<file path="src/met_pkg.sv">
`default_nettype none
package met_pkg;

  // fixed-point format and screen size
  localparam int unsigned FRAC_BITS = 28;
  localparam int unsigned MAX_DIM   = 4096;

  localparam int unsigned COORD_W   = 12;
  localparam int unsigned COORD_MAX = (MAX_DIM - 1 > 4095) ? 4095 : MAX_DIM - 1;
  localparam int unsigned ITER_W    = 16;

  // |z|^2 >= 4, scaled by 2^(2*frac)
  localparam logic [63:0] ESC_BOUND = 64'(1) << (2 * FRAC_BITS + 2);

  // register file indexes
  localparam logic [2:0] REG_ORIGIN_RE = 3'd0;
  localparam logic [2:0] REG_ORIGIN_IM = 3'd1;
  localparam logic [2:0] REG_STEP_RE   = 3'd2;
  localparam logic [2:0] REG_STEP_IM   = 3'd3;
  localparam logic [2:0] REG_ITER_LIM  = 3'd4;
  localparam logic [2:0] REG_POWER     = 3'd5;

  // reset values
  localparam logic [31:0] RST_ORIGIN_RE = 32'hDCCCCCCD;
  localparam logic [31:0] RST_ORIGIN_IM = 32'hE4CCCCCD;
  localparam logic [30:0] RST_STEP      = 31'd760567;
  localparam logic [15:0] RST_ITER_LIM  = 16'd500;

  typedef enum logic [2:0] {
    ST_IDLE,
    ST_COORD,
    ST_CSET,
    ST_SQ,
    ST_TEST,
    ST_CUBE,
    ST_CUPD,
    ST_DONE
  } state_t;

  typedef enum logic [1:0] {
    MUL_COORD,
    MUL_SQ,
    MUL_CUBE
  } mul_sel_t;

  typedef struct packed {
    logic     take;
    logic     mul_en;
    mul_sel_t mul_sel;
    logic     load_c;
    logic     set_t;
    logic     upd_z;
    logic     upd_cube;
    logic     load_out;
  } cmd_t;

  typedef struct packed {
    logic escaped;
    logic at_limit;
    logic out_free;
  } status_t;

endpackage
`default_nettype wire

</file>
<file path="src/met_ctrl.sv">
`default_nettype none
module met_ctrl
  import met_pkg::*;
(
  input  wire logic    clk,
  input  wire logic    rst_n,
  input  wire logic    in_valid,
  input  wire logic    power_mode,
  input  wire status_t status,
  output logic         in_ready,
  output cmd_t         cmd
);

  state_t state_r, state_nxt;

  always_ff @(posedge clk) begin
    if (!rst_n) begin
      state_r <= ST_IDLE;
    end else begin
      state_r <= state_nxt;
    end
  end

  // next state
  always_comb begin
    state_nxt = state_r;
    case (state_r)
      ST_IDLE: begin
        if (in_valid) state_nxt = ST_COORD;
      end
      ST_COORD: state_nxt = ST_CSET;
      ST_CSET:  state_nxt = ST_SQ;
      ST_SQ:    state_nxt = ST_TEST;
      ST_TEST: begin
        if (status.escaped || status.at_limit) state_nxt = ST_DONE;
        else if (power_mode)                  state_nxt = ST_CUBE;
        else                                  state_nxt = ST_SQ;
      end
      ST_CUBE:  state_nxt = ST_CUPD;
      ST_CUPD:  state_nxt = ST_SQ;
      ST_DONE: begin
        if (status.out_free) state_nxt = ST_IDLE;
      end
      default:  state_nxt = ST_IDLE;
    endcase
  end

  // command outputs
  always_comb begin
    cmd         = '0;
    cmd.mul_sel = MUL_SQ;
    in_ready    = 1'b0;
    case (state_r)
      ST_IDLE: begin
        in_ready = 1'b1;
        cmd.take = in_valid;
      end
      ST_COORD: begin
        cmd.mul_en  = 1'b1;
        cmd.mul_sel = MUL_COORD;
      end
      ST_CSET:  cmd.load_c = 1'b1;
      ST_SQ:    cmd.mul_en = 1'b1;
      ST_TEST: begin
        if (!status.escaped && !status.at_limit) begin
          if (power_mode) cmd.set_t = 1'b1;
          else            cmd.upd_z = 1'b1;
        end
      end
      ST_CUBE: begin
        cmd.mul_en  = 1'b1;
        cmd.mul_sel = MUL_CUBE;
      end
      ST_CUPD: begin
        cmd.upd_z    = 1'b1;
        cmd.upd_cube = 1'b1;
      end
      ST_DONE:  cmd.load_out = status.out_free;
      default:  cmd = '0;
    endcase
  end

endmodule
`default_nettype wire

</file>
<file path="config.mk">
export PLATFORM = sky130hd
export DESIGN_NAME = met_ctrl
export DESIGN_NICKNAME = d
export VERILOG_FILES = /design/src/met_pkg.sv /design/src/met_ctrl.sv
export SDC_FILE = /design/constraint.sdc
export NUM_CORES = 1
export LEC_CHECK = 0
export BUFFER_PORTS_ARGS = -buffer_cell sky130_fd_sc_hd__buf_4
export CORE_AREA = 3 3 40 42
export CTS_CLUSTER_DIAMETER = 80
export DETAILED_ROUTE_END_ITERATION = 8
export DIE_AREA = 0 0 43 45
export HOLD_SLACK_MARGIN = 0.05
export PLACE_DENSITY = 0.43
export REMOVE_ABC_BUFFERS = 1
export SETUP_SLACK_MARGIN = 0.15
export SYNTH_ARGS = -nofsm -noshare
export SYNTH_HDL_FRONTEND = slang
export SYNTH_SLANG_ARGS = --single-unit
</file>
<file path="constraint.sdc">
create_clock -name clk -period 1.7 [get_ports clk]
set_clock_uncertainty 0.2 [all_clocks]
set_input_delay 0.34 -clock clk [delete_from_list [all_inputs] [get_ports clk]]
set_output_delay 0.34 -clock clk [all_outputs]
set_load 0.01 [all_outputs]
</file>
==> impl_metrics.json <==
{
  "status": "finished, violations left",
  "violations": "negative setup slack",
  "required_ps": 1160,
  "fin_crit_sh": 1.07,
  "vias": 326,
  "design.die.area_mm2": 0.00194,
  "reg_top3": "state_r: 3 flops",
  "cp_slowest_stage_delay_ps": 480,
  "top_usage_layer": "met2",
  "die_w_um": 43,
  "worst_hold_path_type": "primary input to flop",
  "ys_types": 15,
  "placed_area_um2": 385,
  "drc": 0,
  "critPathBufInv": 1,
  "grt_overflow": 0,
  "switching_share": 0.322,
  "num_rows": 13,
  "reg2reg_slack_ps": 270,
  "fin_crit_ps": 1820,
  "layout_commonest_cell": "buf_4",
  "yosysWarnings": 0,
  "use_met2": 0.165,
  "synth-seq-cells": 3,
  "root_buffer": "clkbuf_4",
  "path_clk_slew_ps": 30,
  "syn-cell-area_um2": 225,
  "grt_pass1_vias": 335,
  "start_util": 0.175,
  "num-fill-cells": 137,
  "clkLatencyLatePin_ps": 230,
  "powerDensity_mw_per_mm2": 906,
  "crit_chain": "or4b_4 -> nor3_2 -> buf_4",
  "io_pins": 17,
  "cts_tree": "done",
  "drive_gt1_frac": 0.667,
  "nNetsFinal": 68,
  "seq_area_frac_synth": 0.267,
  "p_leak_uw": 0.000235,
  "p_sw_uw": 160,
  "drt_wl_total_um": 746,
  "largest_reg_flops": 3,
  "met1_usage": 0.103,
  "synth_top_family_by_area": "simple AND/OR/NAND/NOR gates",
  "combPwrFrac": 0.523,
  "syn_inst": 34,
  "h-tree-depth": 1,
  "path_class": "flop to output pin",
  "setup_ws_ps": -116,
  "dieHeight_um": 45,
  "wl_per_cell_um": 9.95,
  "worstPathMaxFanout": 2,
  "drtIter0Drc": 0,
  "synthAdderAreaFrac": 0,
  "start_kind": "flop",
  "p_seq_frac": 0.232,
  "path_delay_family": "simple AND/OR/NAND/NOR gates",
  "firstDrtPassIters": 1,
  "setup_tns_ps": -186,
  "ir_drop_uv": 463,
  "numPortBuffers": 16,
  "synth_mux_area_frac": 0,
  "max_slew.worst_pin.slew_ps": 242,
  "synthSimpleGateAreaFrac": 0.522,
  "grt_util_all_layers": 0.0940,
  "instances_no_fill": 75,
  "cp_slowest_cell": "or4b_4",
  "drv_slew": 0,
  "dp_cells": 67,
  "grt.met3_usage": 0.0598,
  "critical_path_arrival_ps": 1280,
  "ant_nets": 0,
  "grt_max_degree": 11,
  "place_ws_ps": -107,
  "gp_congestion": 0.631,
  "synth-compound-area-share": 0.156,
  "syn_to_final_growth_pct": 143,
  "drv_cap": 0,
  "diodes": 0,
  "clkPwrFrac": 0.245,
  "regMostFlops": "state_r",
  "hold_viol": 0,
  "end_kind": "output pin",
  "relSlewSlack": 0.837,
  "grt_pass1_wl_um": 1370,
  "fin_area_um2": 547,
  "fmax_mhz": 551,
  "clockBufferDepth": 2,
  "rsz0062_at_grt": "true",
  "antenna_found_initial": 0,
  "internal_power_uw": 336,
  "synth.avg_cell_area_um2": 6.62,
  "synthXorXnorAreaFrac": 0,
  "via_per_inst": 4.35,
  "clock_sinks": 3,
  "cts_buffers": 3,
  "final-setup-viol-count": 4,
  "mostFrequentLayoutCells": "buf_4, buf_6, nor2_1",
  "core-area_mm2": 0.00128
}
## metal layers
metal  part of all wire  routed length (um)
met1               0.41                 304
met2               0.51                 383
met3              0.078                  58
met4                  0                   0
met5                  0                   0
## what timing repair did
| action | 4_1_cts | 5_1_grt |
|---|---|---|
| resized for setup | 22 | 6 |
| hold buffers | 0 | 0 |
| buffers inserted | 4 | 0 |
| pin swaps | 5 | 4 |
| endpoints found under the setup margin | 9 | 10 |
## metrics by stage
stage,total power (uW),hold WS (ps),util
CTS,488,126,0.407
global route,541,125,0.426
floorplan,178,258,-
detailed placement,262,367,0.300
global placement,263,368,0.300
finish,495,132,0.426
## power groups by stage
stage               clock (uW)  sequential, uW  combinational [uW]
global route               140             117                 284
CTS                        129             115                 244
floorplan                    0             105                72.6
global placement             0             105                 157
finish                     121             115                 259
detailed placement           0             105                 157
## final cells by class
cell class | count | area [um^2] | share of cell area
clock buffers | 4 | 26.3 | 0.0481
multi-input cells | 28 | 208 | 0.380
flip-flops and latches | 3 | 63.8 | 0.117
inverters | 1 | 3.75 | 0.00686
well taps | 15 | 18.8 | 0.0343
repair buffers | 24 | 226 | 0.414
## Yosys cell counts (all sizes together)
library cell | instances | area (um^2)
o21ai | 1 | 5.00
nor2 | 7 | 26.3
a21boi | 2 | 15.0
nand2b | 2 | 12.5
inv | 1 | 3.75
o21a | 2 | 15.0
or4b | 1 | 10.0
clkbuf | 1 | 3.75
buf | 1 | 5.00
nor3 | 5 | 25.0
nor4 | 1 | 6.26
and2 | 3 | 18.8
dfxtp | 3 | 60.1
nand2 | 3 | 11.3
nor3b | 1 | 7.51
## worst paths after layout
kind,end,cells past startpoint,from
setup / recovery,cmd[3],3,state_r[0]$_SDFFE_PN0P_
hold / removal,state_r[1]$_SDFFE_PN0P_,2,rst_n
setup reg to reg,state_r[1]$_SDFFE_PN0P_,3,state_r[0]$_SDFFE_PN0P_
hold reg to reg,state_r[2]$_SDFFE_PN0P_,2,state_r[2]$_SDFFE_PN0P_
## cells by family after synthesis
family,Yosys count
compound gates,5
buf+inv,3
simple gates,23
flops,3
No activity file was read; power rests on OpenSTA's default activity.
